### config.mk
export PLATFORM = sky130hd
export DESIGN_NAME = run_qualified_event_counter_score_core
export DESIGN_NICKNAME = d
export VERILOG_FILES = /design/src/rtl/rqec_pkg.sv /design/src/rtl/run_qualified_event_counter_score_core.sv /design/src/rtl/rqec_ctrl.sv /design/src/rtl/rqec_dp.sv
export SDC_FILE = /design/constraint.sdc
export NUM_CORES = 2
export LEC_CHECK = 0
export ABC_AREA = 1
export BUFFER_PORTS_ARGS = -buffer_cell sky130_fd_sc_hd__buf_2
export CORE_MARGIN = 1.5
export CORE_UTILIZATION = 65
export CTS_CLUSTER_SIZE = 30
export DETAILED_ROUTE_END_ITERATION = 12
export GPL_ROUTABILITY_DRIVEN = 1
export HOLD_SLACK_MARGIN = 0.05
export PLACE_DENSITY = 0.83
export SLEW_MARGIN = 40
export SYNTH_ARGS = -nofsm -noshare
export SYNTH_HDL_FRONTEND = slang
export SYNTH_SLANG_ARGS = --single-unit
### constraint.sdc
create_clock -name clk_i -period 8.83 [get_ports clk_i]
set_input_delay 0.883 -clock clk_i [delete_from_list [all_inputs] [get_ports clk_i]]
set_output_delay 0.883 -clock clk_i [all_outputs]
set_load 0.01 [all_outputs]
### src/rtl/rqec_pkg.sv
// Shared types and constants for the run-qualified event counter and score block.
package rqec_pkg;

  localparam int CountBits = 16;
  localparam int OutCntW   = 16;
  localparam int ScoreW    = 15;
  localparam int DivSteps  = 15;
  localparam int StepCntW  = $clog2(DivSteps);
  localparam int LhsW      = CountBits + 22;
  localparam int DenW      = 40;
  localparam int CmpW      = (LhsW > DenW) ? LhsW : DenW;
  localparam int RunW      = 4;
  localparam int CfgIdxW   = 3;
  localparam int CfgDataW  = 32;
  localparam int InDataW   = 48;
  localparam int OutDataW  = 40;

  localparam logic [21:0]          MsPerHour = 22'd3600000;
  localparam logic [ScoreW-1:0]    ScoreFull = ScoreW'(25600);
  localparam logic [RunW-1:0]      RunMax    = '1;
  localparam logic [CountBits-1:0] CountMax  = '1;

  localparam logic [15:0] RstProbThr   = 16'd39322;
  localparam logic [3:0]  RstStartRun  = 4'd2;
  localparam logic [3:0]  RstEndRun    = 4'd3;
  localparam logic [31:0] RstStartTime = 32'd0;
  localparam logic [31:0] RstMinElap   = 32'd180000;
  localparam logic [7:0]  RstPenRate   = 8'd60;

  localparam logic [CfgIdxW-1:0] CfgProbThr   = 3'd0;
  localparam logic [CfgIdxW-1:0] CfgStartRun  = 3'd1;
  localparam logic [CfgIdxW-1:0] CfgEndRun    = 3'd2;
  localparam logic [CfgIdxW-1:0] CfgStartTime = 3'd3;
  localparam logic [CfgIdxW-1:0] CfgMinElap   = 3'd4;
  localparam logic [CfgIdxW-1:0] CfgPenRate   = 3'd5;

  typedef enum logic [2:0] {
    ST_IDLE,
    ST_MUL,
    ST_SCALE,
    ST_DIV,
    ST_FIN,
    ST_DONE
  } state_e;

  typedef struct packed {
    logic load;
    logic mul;
    logic zero;
    logic div_init;
    logic div_step;
    logic fin;
    logic emit;
  } cmd_t;

  typedef struct packed {
    logic upd;
    logic ge;
    logic out_busy;
  } status_t;

endpackage

### src/rtl/run_qualified_event_counter_score_core.sv
// Top level of the run-qualified event counter with rate-based quality score.
//
// The slave stream takes one sample per item; tdata carries the probability in
// bits 15:0 and the millisecond timestamp in bits 47:16. The master stream
// returns one result per sample; tdata carries event_count in bits 15:0,
// the event-open flag in bit 16, event_started in bit 17 and quality in
// bits 32:18. Configuration is written through cfg_we_i, cfg_idx_i and
// cfg_wdata_i; the user must write it only while the block is idle, as the block does not enforce this.
// A sample is accepted only in the idle state. It then passes through the
// multiplications, scaling and compare, the restoring divider when the
// score is recomputed, a finish step and the load of the output register.
// When no score update is due, or the score is clamped to zero, the
// divider and the finish step are skipped.
// The output register holds a result while the receiver stalls; the next
// sample is still accepted and worked on, waiting at the end only if the
// previous result has not yet been taken.
// Reset clears all counters, the score and the output valid flag, returns
// the controller to idle and loads the configuration defaults.
module run_qualified_event_counter_score_core
  import rqec_pkg::*;
(
  input  logic                clk_i,
  input  logic                rst_ni,
  input  logic                cfg_we_i,
  input  logic [CfgIdxW-1:0]  cfg_idx_i,
  input  logic [CfgDataW-1:0] cfg_wdata_i,
  input  logic                s_axis_tvalid_i,
  output logic                s_axis_tready_o,
  // probability [15:0], sample time [47:16]
  input  logic [InDataW-1:0]  s_axis_tdata_i,
  output logic                m_axis_tvalid_o,
  input  logic                m_axis_tready_i,
  // event_count [15:0], open flag [16], event_started [17], quality [32:18], zero fill
  output logic [OutDataW-1:0] m_axis_tdata_o
);

  cmd_t                cmd;
  status_t             sts;
  logic [OutCntW-1:0]  event_count;
  logic                evt_open;
  logic                event_started;
  logic [ScoreW-1:0]   quality;

  rqec_ctrl u_ctrl (
    .clk_i      (clk_i),
    .rst_ni     (rst_ni),
    .in_valid_i (s_axis_tvalid_i),
    .in_ready_o (s_axis_tready_o),
    .sts_i      (sts),
    .cmd_o      (cmd)
  );

  rqec_dp u_dp (
    .clk_i           (clk_i),
    .rst_ni          (rst_ni),
    .cfg_we_i        (cfg_we_i),
    .cfg_idx_i       (cfg_idx_i),
    .cfg_wdata_i     (cfg_wdata_i),
    .probability_i   (s_axis_tdata_i[15:0]),
    .sample_ts_i     (s_axis_tdata_i[47:16]),
    .cmd_i           (cmd),
    .sts_o           (sts),
    .out_ready_i     (m_axis_tready_i),
    .out_valid_o     (m_axis_tvalid_o),
    .event_count_o   (event_count),
    .evt_open_o      (evt_open),
    .event_started_o (event_started),
    .quality_o       (quality)
  );

  assign m_axis_tdata_o = {7'b0, quality, event_started, evt_open, event_count};

endmodule

### src/rtl/rqec_ctrl.sv
// Sequencing state machine for the run-qualified event counter and score block.
module rqec_ctrl
  import rqec_pkg::*;
(
  input  logic    clk_i,
  input  logic    rst_ni,
  input  logic    in_valid_i,
  output logic    in_ready_o,
  input  status_t sts_i,
  output cmd_t    cmd_o
);

  state_e                state_q, state_d;
  logic [StepCntW-1:0]   cnt_q, cnt_d;

  always_ff @(posedge clk_i or negedge rst_ni) begin
    if (!rst_ni) begin
      state_q <= ST_IDLE;
      cnt_q   <= '0;
    end else begin
      state_q <= state_d;
      cnt_q   <= cnt_d;
    end
  end

  always_comb begin
    state_d    = state_q;
    cnt_d      = cnt_q;
    cmd_o      = '0;
    in_ready_o = 1'b0;
    case (state_q)
      ST_IDLE: begin
        in_ready_o = 1'b1;
        if (in_valid_i) begin
          cmd_o.load = 1'b1;
          state_d    = ST_MUL;
        end
      end
      ST_MUL: begin
        cmd_o.mul = 1'b1;
        state_d   = ST_SCALE;
      end
      ST_SCALE: begin
        if (!sts_i.upd) begin
          state_d = ST_DONE;
        end else if (sts_i.ge) begin
          cmd_o.zero = 1'b1;
          state_d    = ST_DONE;
        end else begin
          cmd_o.div_init = 1'b1;
          cnt_d          = StepCntW'(DivSteps - 1);
          state_d        = ST_DIV;
        end
      end
      ST_DIV: begin
        cmd_o.div_step = 1'b1;
        if (cnt_q == '0) begin
          state_d = ST_FIN;
        end else begin
          cnt_d = cnt_q - 1'b1;
        end
      end
      ST_FIN: begin
        cmd_o.fin = 1'b1;
        state_d   = ST_DONE;
      end
      ST_DONE: begin
        if (!sts_i.out_busy) begin
          cmd_o.emit = 1'b1;
          state_d    = ST_IDLE;
        end
      end
      default: begin
        state_d = ST_IDLE;
      end
    endcase
  end

endmodule

### src/rtl/rqec_dp.sv
// Datapath: configuration, run and event counters, score divider and output register.
module rqec_dp
  import rqec_pkg::*;
(
  input  logic                clk_i,
  input  logic                rst_ni,
  input  logic                cfg_we_i,
  input  logic [CfgIdxW-1:0]  cfg_idx_i,
  input  logic [CfgDataW-1:0] cfg_wdata_i,
  input  logic [15:0]         probability_i,
  input  logic [31:0]         sample_ts_i,
  input  cmd_t                cmd_i,
  output status_t             sts_o,
  input  logic                out_ready_i,
  output logic                out_valid_o,
  output logic [OutCntW-1:0]  event_count_o,
  output logic                evt_open_o,
  output logic                event_started_o,
  output logic [ScoreW-1:0]   quality_o
);

  logic [15:0] prob_thr_q;
  logic [3:0]  start_run_q, end_run_q;
  logic [31:0] start_time_q, min_elap_q;
  logic [7:0]  pen_rate_q;

  always_ff @(posedge clk_i or negedge rst_ni) begin
    if (!rst_ni) begin
      prob_thr_q   <= RstProbThr;
      start_run_q  <= RstStartRun;
      end_run_q    <= RstEndRun;
      start_time_q <= RstStartTime;
      min_elap_q   <= RstMinElap;
      pen_rate_q   <= RstPenRate;
    end else if (cfg_we_i) begin
      case (cfg_idx_i)
        CfgProbThr:   prob_thr_q   <= cfg_wdata_i[15:0];
        CfgStartRun:  start_run_q  <= cfg_wdata_i[3:0];
        CfgEndRun:    end_run_q    <= cfg_wdata_i[3:0];
        CfgStartTime: start_time_q <= cfg_wdata_i;
        CfgMinElap:   min_elap_q   <= cfg_wdata_i;
        CfgPenRate:   pen_rate_q   <= cfg_wdata_i[7:0];
        default: ;
      endcase
    end
  end

  logic [RunW-1:0]      act_q, inact_q, act_d, inact_d;
  logic                 open_q, open_d, started_q, started_d;
  logic [CountBits-1:0] count_q, count_d;
  logic [ScoreW-1:0]    score_q;
  logic [RunW-1:0]      need_on, need_off;
  logic                 active;

  always_comb begin
    need_on   = (start_run_q == '0) ? RunW'(1) : start_run_q;
    need_off  = (end_run_q == '0) ? RunW'(1) : end_run_q;
    active    = probability_i > prob_thr_q;
    act_d     = '0;
    inact_d   = '0;
    if (active) begin
      act_d = (act_q < RunMax) ? act_q + 1'b1 : act_q;
    end else begin
      inact_d = (inact_q < RunMax) ? inact_q + 1'b1 : inact_q;
    end
    open_d    = open_q;
    started_d = 1'b0;
    count_d   = count_q;
    if (act_d >= need_on && !open_q) begin
      open_d    = 1'b1;
      started_d = 1'b1;
      if (count_q < CountMax) begin
        count_d = count_q + 1'b1;
      end
    end
    if (inact_d >= need_off && open_d) begin
      open_d = 1'b0;
    end
  end

  logic [31:0]        elap_q;
  logic               upd_q;
  logic [LhsW-1:0]    lhs_q;
  logic [DenW-1:0]    den_q;
  logic [DenW-1:0]    rem_q;
  logic [DivSteps-1:0] nb_q, quo_q;
  logic [LhsW+4:0]    mul25;
  logic [DenW:0]      sh;
  logic               fits;
  logic [7:0]         rate;

  assign rate  = (pen_rate_q == '0) ? 8'd1 : pen_rate_q;
  assign mul25 = ((LhsW+5)'(lhs_q) << 4) + ((LhsW+5)'(lhs_q) << 3) + (LhsW+5)'(lhs_q);
  assign sh    = {rem_q, nb_q[DivSteps-1]};
  assign fits  = sh >= {1'b0, den_q};

  always_ff @(posedge clk_i or negedge rst_ni) begin
    if (!rst_ni) begin
      act_q     <= '0;
      inact_q   <= '0;
      open_q    <= 1'b0;
      count_q   <= '0;
      score_q   <= '0;
      started_q <= 1'b0;
      upd_q     <= 1'b0;
    end else begin
      if (cmd_i.load) begin
        act_q     <= act_d;
        inact_q   <= inact_d;
        open_q    <= open_d;
        count_q   <= count_d;
        started_q <= started_d;
      end
      if (cmd_i.mul) begin
        upd_q <= elap_q > min_elap_q;
      end
      if (cmd_i.zero) begin
        score_q <= '0;
      end
      if (cmd_i.fin) begin
        score_q <= ScoreFull - quo_q;
      end
    end
  end

  always_ff @(posedge clk_i) begin
    if (cmd_i.load) begin
      elap_q <= sample_ts_i - start_time_q;
    end
    if (cmd_i.mul) begin
      lhs_q <= LhsW'(count_q) * LhsW'(MsPerHour);
      den_q <= DenW'(elap_q) * DenW'(rate);
    end
    if (cmd_i.div_init) begin
      rem_q <= DenW'(mul25 >> 5);
      nb_q  <= {mul25[4:0], 10'b0};
      quo_q <= '0;
    end
    if (cmd_i.div_step) begin
      rem_q <= fits ? DenW'(sh - {1'b0, den_q}) : DenW'(sh);
      nb_q  <= nb_q << 1;
      quo_q <= {quo_q[DivSteps-2:0], fits};
    end
  end

  assign sts_o.upd      = upd_q;
  assign sts_o.ge       = CmpW'(lhs_q) >= CmpW'(den_q);
  assign sts_o.out_busy = out_valid_o && !out_ready_i;

  always_ff @(posedge clk_i or negedge rst_ni) begin
    if (!rst_ni) begin
      out_valid_o <= 1'b0;
    end else if (cmd_i.emit) begin
      out_valid_o <= 1'b1;
    end else if (out_ready_i) begin
      out_valid_o <= 1'b0;
    end
  end

  always_ff @(posedge clk_i) begin
    if (cmd_i.emit) begin
      event_count_o   <= OutCntW'(count_q);
      evt_open_o      <= open_q;
      event_started_o <= started_q;
      quality_o       <= score_q;
    end
  end

endmodule

=== After elaboration in Yosys (flattened, before gate mapping) ===
Cells that the tools add are included.

* Flip-flop bits (word level): 342
* Bits of input ports: 88
* Output and inout bits: 42
* Word-level logic and storage cells: 130

* Add/sub/neg operators: 9
* $mul: 2
* Magnitude comparators: 9
* Equal/unequal tests: 16
* Muxes and demuxes: 43
* Reductions and logical operators: 24

{| class="wikitable"
|+ Operators with widths
! operator !! count
|-
| 2-to-1 mux 40 bit || 3
|-
| 2-to-1 mux 15 bit || 6
|-
| adder 42 x 41 -> 43 bit || 1
|-
| adder 43 x 38 -> 43 bit || 1
|-
| >= comparator 41 x 40 -> 1 bit || 1
|-
| >= comparator 38 x 40 -> 1 bit || 1
|-
| multiplier 32 x 8 -> 40 bit || 1
|-
| subtractor 40 bit || 1
|-
| 2-to-1 mux 4 bit || 9
|-
| > comparator 32 bit || 1
|-
| subtractor 32 bit || 1
|-
| multiplier 16 x 15 -> 31 bit, second input constant || 1
|-
| case mux 3 bit (6 select lines) || 1
|-
| adder 16 x 1 -> 16 bit, second input constant || 1
|-
| > comparator 16 bit || 1
|-
| less-than comparator 16 bit, second input constant || 1
|-
| 2-to-1 mux 1 bit || 15
|-
| 2-to-1 mux 3 bit || 5
|-
| subtractor 15 bit, first input constant || 1
|-
| == test 3 x 2 -> 1 bit, second input constant || 4
|-
| == test 3 bit, second input constant || 4
|-
| logical NOT 4 bit || 3
|-
| AND reduction 2 bit || 6
|-
| adder 4 x 1 -> 4 bit, second input constant || 2
|-
| 16 further kinds || 32
|}

=== Depth between registers and ports, before layout ===
* Depth after elaboration: 8
* Depth in mapped cells: 24
* Depth with buffers taken out: 24

=== By module ===
Synthesis repeated with hierarchy kept, for this count alone.

* Cell total of the unflattened synthesis: 4838
* Area total of the unflattened synthesis: 37405.9 um2

{| class="wikitable"
|+ Modules (own cells, without submodules)
! module !! times used !! cells each !! area each (um2) !! sequential area each (um2)
|-
| rqec_dp || 1 || 4758 || 36854.1 || 9243.9
|-
| rqec_ctrl || 1 || 70 || 480.5 || 175.2
|-
| run_qualified_event_counter_score_core || 1 || 10 || 71.3 || 0.0
|}

=== Worst setup path before layout ===
No wires, ideal clock.

* Kind: reg-to-reg
* Start: register u_ctrl.state_q[1]
* End: register u_dp.upd_q
* Setup time: 0.065 ns
* Data arrival time: 6.211 ns
* Data required time: 8.765 ns
* Setup slack: 2.554 ns
* Stages on the path, launching flop included: 6
* Path buffers: 0
* Period minus slack after synthesis: 6.276 ns
* Cell sequence: dfrtp_1 > nor3_1 > inv_1 > a21oi_1 > nand2_1 > nand2_1

* Longest elaborated chain between the ends: 2

{| class="wikitable"
|+ Ends and longest elaborated chain
! element !! line !! RTL
|-
| start, declared || rqec_ctrl.sv:13 || <nowiki>state_e state_q, state_d;</nowiki>
|-
| start signal, assigned || rqec_ctrl.sv:21 || <nowiki>state_q <= state_d;</nowiki>
|-
| == test 3 x 1 -> 1 bit || rqec_ctrl.sv:31 || <nowiki>case (state_q)</nowiki>
|-
| 2-to-1 mux 1 bit || rqec_ctrl.sv:31 ||
|-
| end signal, assigned || rqec_dp.sv:115 || <nowiki>upd_q <= elap_q > min_elap_q;</nowiki>
|-
| end, declared || rqec_dp.sv:82 || <nowiki>logic upd_q;</nowiki>
|}

Every way passes these cells.
A chain may end at the register's enable or synchronous reset.

=== Worst setup path after layout ===
* Start: register u_dp.pen_rate_q[4]
* End: register u_dp.den_q[36] (data pin)

* Longest elaborated chain between the ends: 3

{| class="wikitable"
|+ Ends and longest elaborated chain
! element !! line !! RTL
|-
| start, declared || rqec_dp.sv:25 || <nowiki>logic [7:0] pen_rate_q;</nowiki>
|-
| start signal, assigned || rqec_dp.sv:34 || <nowiki>pen_rate_q <= RstPenRate;</nowiki>
|-
| start signal, assigned || rqec_dp.sv:42 || <nowiki>CfgPenRate: pen_rate_q <= cfg_wdata_i[7:0];</nowiki>
|-
| logical NOT 8 bit || rqec_dp.sv:92 || <nowiki>assign rate = (pen_rate_q == '0) ? 8'd1 : pen_rate_q;</nowiki>
|-
| 2-to-1 mux 8 bit * || rqec_dp.sv:92 ||
|-
| multiplier 32 x 8 -> 40 bit * || rqec_dp.sv:132 || <nowiki>den_q <= DenW'(elap_q) * DenW'(rate);</nowiki>
|-
| end signal, assigned || rqec_dp.sv:132 ||
|-
| end, declared || rqec_dp.sv:84 || <nowiki>logic [DenW-1:0] den_q;</nowiki>
|}

Every way passes the cells marked *; elsewhere a longest branch is shown, timed or not.

==> results.json <==
{
  "critPathCaptureType": "flop",
  "synthArstFlopShare": 0.433,
  "gp_congestion": 0.967,
  "num_vias": 31800,
  "worstPathRequired_ns": 9.24,
  "max_stage_delay_ns": 0.62,
  "worstMarginPinSlew_ns": 0.822,
  "synth.area.top_cells": "fa_1, edfxtp_1, nand2_1",
  "ctsHoldBuffers": 0,
  "final_cell_count_no_fill": 5739,
  "critPathBufInv": 4,
  "grt_pass1_vias": 31400,
  "crit_fanout": 34,
  "whs_ns": 0.321,
  "tritoncts": "built",
  "path_clk_slew_ns": 0.06,
  "cp_top_family": "simple AND/OR/NAND/NOR gates",
  "ys.flop_type": "edfxtp_1",
  "io-pin-count": 130,
  "num_antenna_cells": 0,
  "layout_setup_ws_ns": 3.23,
  "post-place-ws_ns": 3.30,
  "min_period_over_period": 0.634,
  "hold_viol_final": 0,
  "fp.dieW_um": 243,
  "crit_arrival_ns": 6.00,
  "synthesis.area_um2": 37500,
  "clock-sinks": 337,
  "firstDrtPassIters": 6,
  "ys_seq_area_frac": 0.251,
  "yosys.area.top_type_share": 0.174,
  "finClkSkew_ns": 0.0223,
  "post-route-min-period_ns": 5.60,
  "nets": 5739,
  "setup.worst_path.start_class": "flop",
  "fmax_ghz": 0.179,
  "path_cells": "or4_1 > nor4_1 > nor2_2 > buf_4 > nor2_1 > fa_1 > fa_1 > inv_1 > fa_1 > inv_1 > ha_1 > nand2_1 > nor2_1 > inv_1 > nor4_1 > nand3_1 > nand3_1 > xor2_1",
  "rsz0062_at_grt": "false",
  "wl_per_cell_um": 17.4,
  "syn-instance-count": 4884,
  "cpMaxStageDelayCell": "or4_1",
  "dp_cells": 5665,
  "coreArea_um2": 56700,
  "cts_buffer_depth": 3,
  "cts-root-buf": "clkbuf_16",
  "synth_edf_count": 191,
  "htree_levels": 2,
  "hold_path.class": "in2async",
  "slew_headroom": 0.450,
  "overflow": 0,
  "numCtsBuffers": 40,
  "ant_nets": 0,
  "dp_hpwl_um": 80500,
  "grt_pass1_wl_um": 162000,
  "gr-usage-all-layers": 0.344,
  "status": "completed",
  "cts_setup_buffers": 0,
  "fin_tns_setup_ns": 0,
  "syn2layout_area_growth_pct": 6.84,
  "yosysTopAreaCell": "fa_1",
  "die_y_um": 243,
  "synthTopCellsByCount": "nand2_1, inv_1, ha_1, fa_1, nor2_1",
  "yosysMostFrequentCell": "nand2_1",
  "antenna_found_initial": 1,
  "rows": 87,
  "die-area_um2": 59100,
  "avgSynthCellArea_um2": 7.67,
  "ys_warn_count": 0,
  "grt_max_degree": 86,
  "portBuffers": 122,
  "vias_per_cell": 5.54,
  "setup_viol": 0,
  "drc": 0,
  "drive_gt1_frac": 0.0538,
  "cts_resized": 0,
  "drt-total-wl_um": 100000,
  "first_iter_violations": 2424,
  "worstSetupPathType": "reg2reg",
  "maxCapViolations": 0,
  "yosys_register_bits": 337,
  "clock_latency_ns": 0.58,
  "initial_core_util": 0.660,
  "drv_slew": 0,
  "synth_cell_types": 50
}
[flip-flops by register name, summed over array words and instances (netlist names), 3 cells and up]
signal              flops
u_dp.inact_q            4
u_dp.act_q              4
u_dp.rem_q             40
u_dp.elap_q            32
u_dp.event_count_o     16
u_dp.prob_thr_q        16
u_dp.count_q           16
u_dp.end_run_q          4
u_dp.pen_rate_q         8
u_ctrl.cnt_q            4
u_dp.start_run_q        4
u_dp.lhs_q             31
u_dp.score_q           15
u_dp.den_q             40
u_dp.quality_o         15
u_dp.quo_q             15
u_ctrl.state_q          3
u_dp.min_elap_q        32
u_dp.start_time_q      32
[logic make-up (layout without fill, tap and decap cells)]
| group | Yosys count | count (layout) | synth area share |
|---|---|---|---|
| other | 1 | 7 | 0.000100 |
| AOI/OAI and AO/OA | 547 | 547 | 0.0790 |
| and+or+nand+nor | 1980 | 1980 | 0.219 |
| adders and majority gates | 700 | 700 | 0.299 |
| xor gates and xnor gates | 119 | 119 | 0.0278 |
| muxes | 2 | 2 | 0.000568 |
| DFF | 337 | 337 | 0.251 |
| buffers and inverters | 1198 | 1291 | 0.123 |
[layer usage]
layer,vias to the layer above,track usage,part of all wire
met2,1274,0.560,0.47
met4,2,0.128,0.040
met5,-,0,0.00011
met1,15000,0.469,0.42
li1,15300,-,-
met3,196,0.0502,0.074
[final cells by class]
class / instances / area (um^2)
clock buffers: 55 / 1160
clock inverters: 19 / 186
fillers: 4645 / 16700
inverters: 1085 / 4070
multi-input cells: 3355 / 23500
flip-flops and latches: 337 / 9420
well taps: 756 / 946
repair buffers: 132 / 718
[cells in the final DEF, fill, tap and decap left out, types with 4 or more instances in the layout]
cell type	instances
nand2_1	1263
inv_1	1077
ha_1	374
fa_1	326
nor2_1	315
nand3_1	225
o21ai_0	224
a21oi_1	221
edfxtp_1	191
buf_2	121
dfrtp_1	120
xor2_1	75
nand3b_1	49
xnor2_1	44
nand4_1	42
clkbuf_16	42
nor3_1	36
a21o_1	27
dfstp_2	24
o21bai_1	20
a31oi_1	16
a21boi_0	12
nor4_1	11
or2_2	11
o21a_1	9
inv_6	8
o21ai_1	7
conb_1	7
clkbuf_8	7
clkbuf_1	7
buf_4	7
nor2_2	6
inv_2	5
nand2_2	5
clkinv_2	5
o211ai_1	4
[final timing paths]
kind                       slack, ns               start  cells after the start              endpoint
max reg2reg                     3.23  u_dp.pen_rate_q[4]                     18        u_dp.den_q[36]
min                             0.32              rst_ni                      1      u_dp.score_q[12]
min in group clk_i              0.45      u_dp.started_q                      0  u_dp.event_started_o
max in group asynchronous       7.37              rst_ni                      2   u_dp.min_elap_q[28]
min reg2reg                     0.45      u_dp.started_q                      0  u_dp.event_started_o
max                             3.23  u_dp.pen_rate_q[4]                     18        u_dp.den_q[36]
[per-stage QoR]
step,utilization,area (um^2)
after floorplan,-,37500
after global routing,0.706,40000
final,0.706,40000
after global placement,0.681,38600
after detailed placement,0.682,38700
after CTS,0.705,40000
[worst reg2reg max path, cell delays in order, from the launching register on]
cell     delay, ns
dfstp_2       0.60
or4_1         0.63
nor4_1        0.24
nor2_2        0.06
buf_4         0.25
nor2_1        0.17
fa_1          0.44
fa_1          0.53
inv_1         0.07
fa_1          0.53
inv_1         0.04
ha_1          0.42
nand2_1       0.11
nor2_1        0.18
inv_1         0.10
nor4_1        0.48
nand3_1       0.21
nand3_1       0.15
xor2_1        0.20
Power is not shown: default switching activity piles up to over one toggle a cycle in this logic, so the estimate is an artifact.
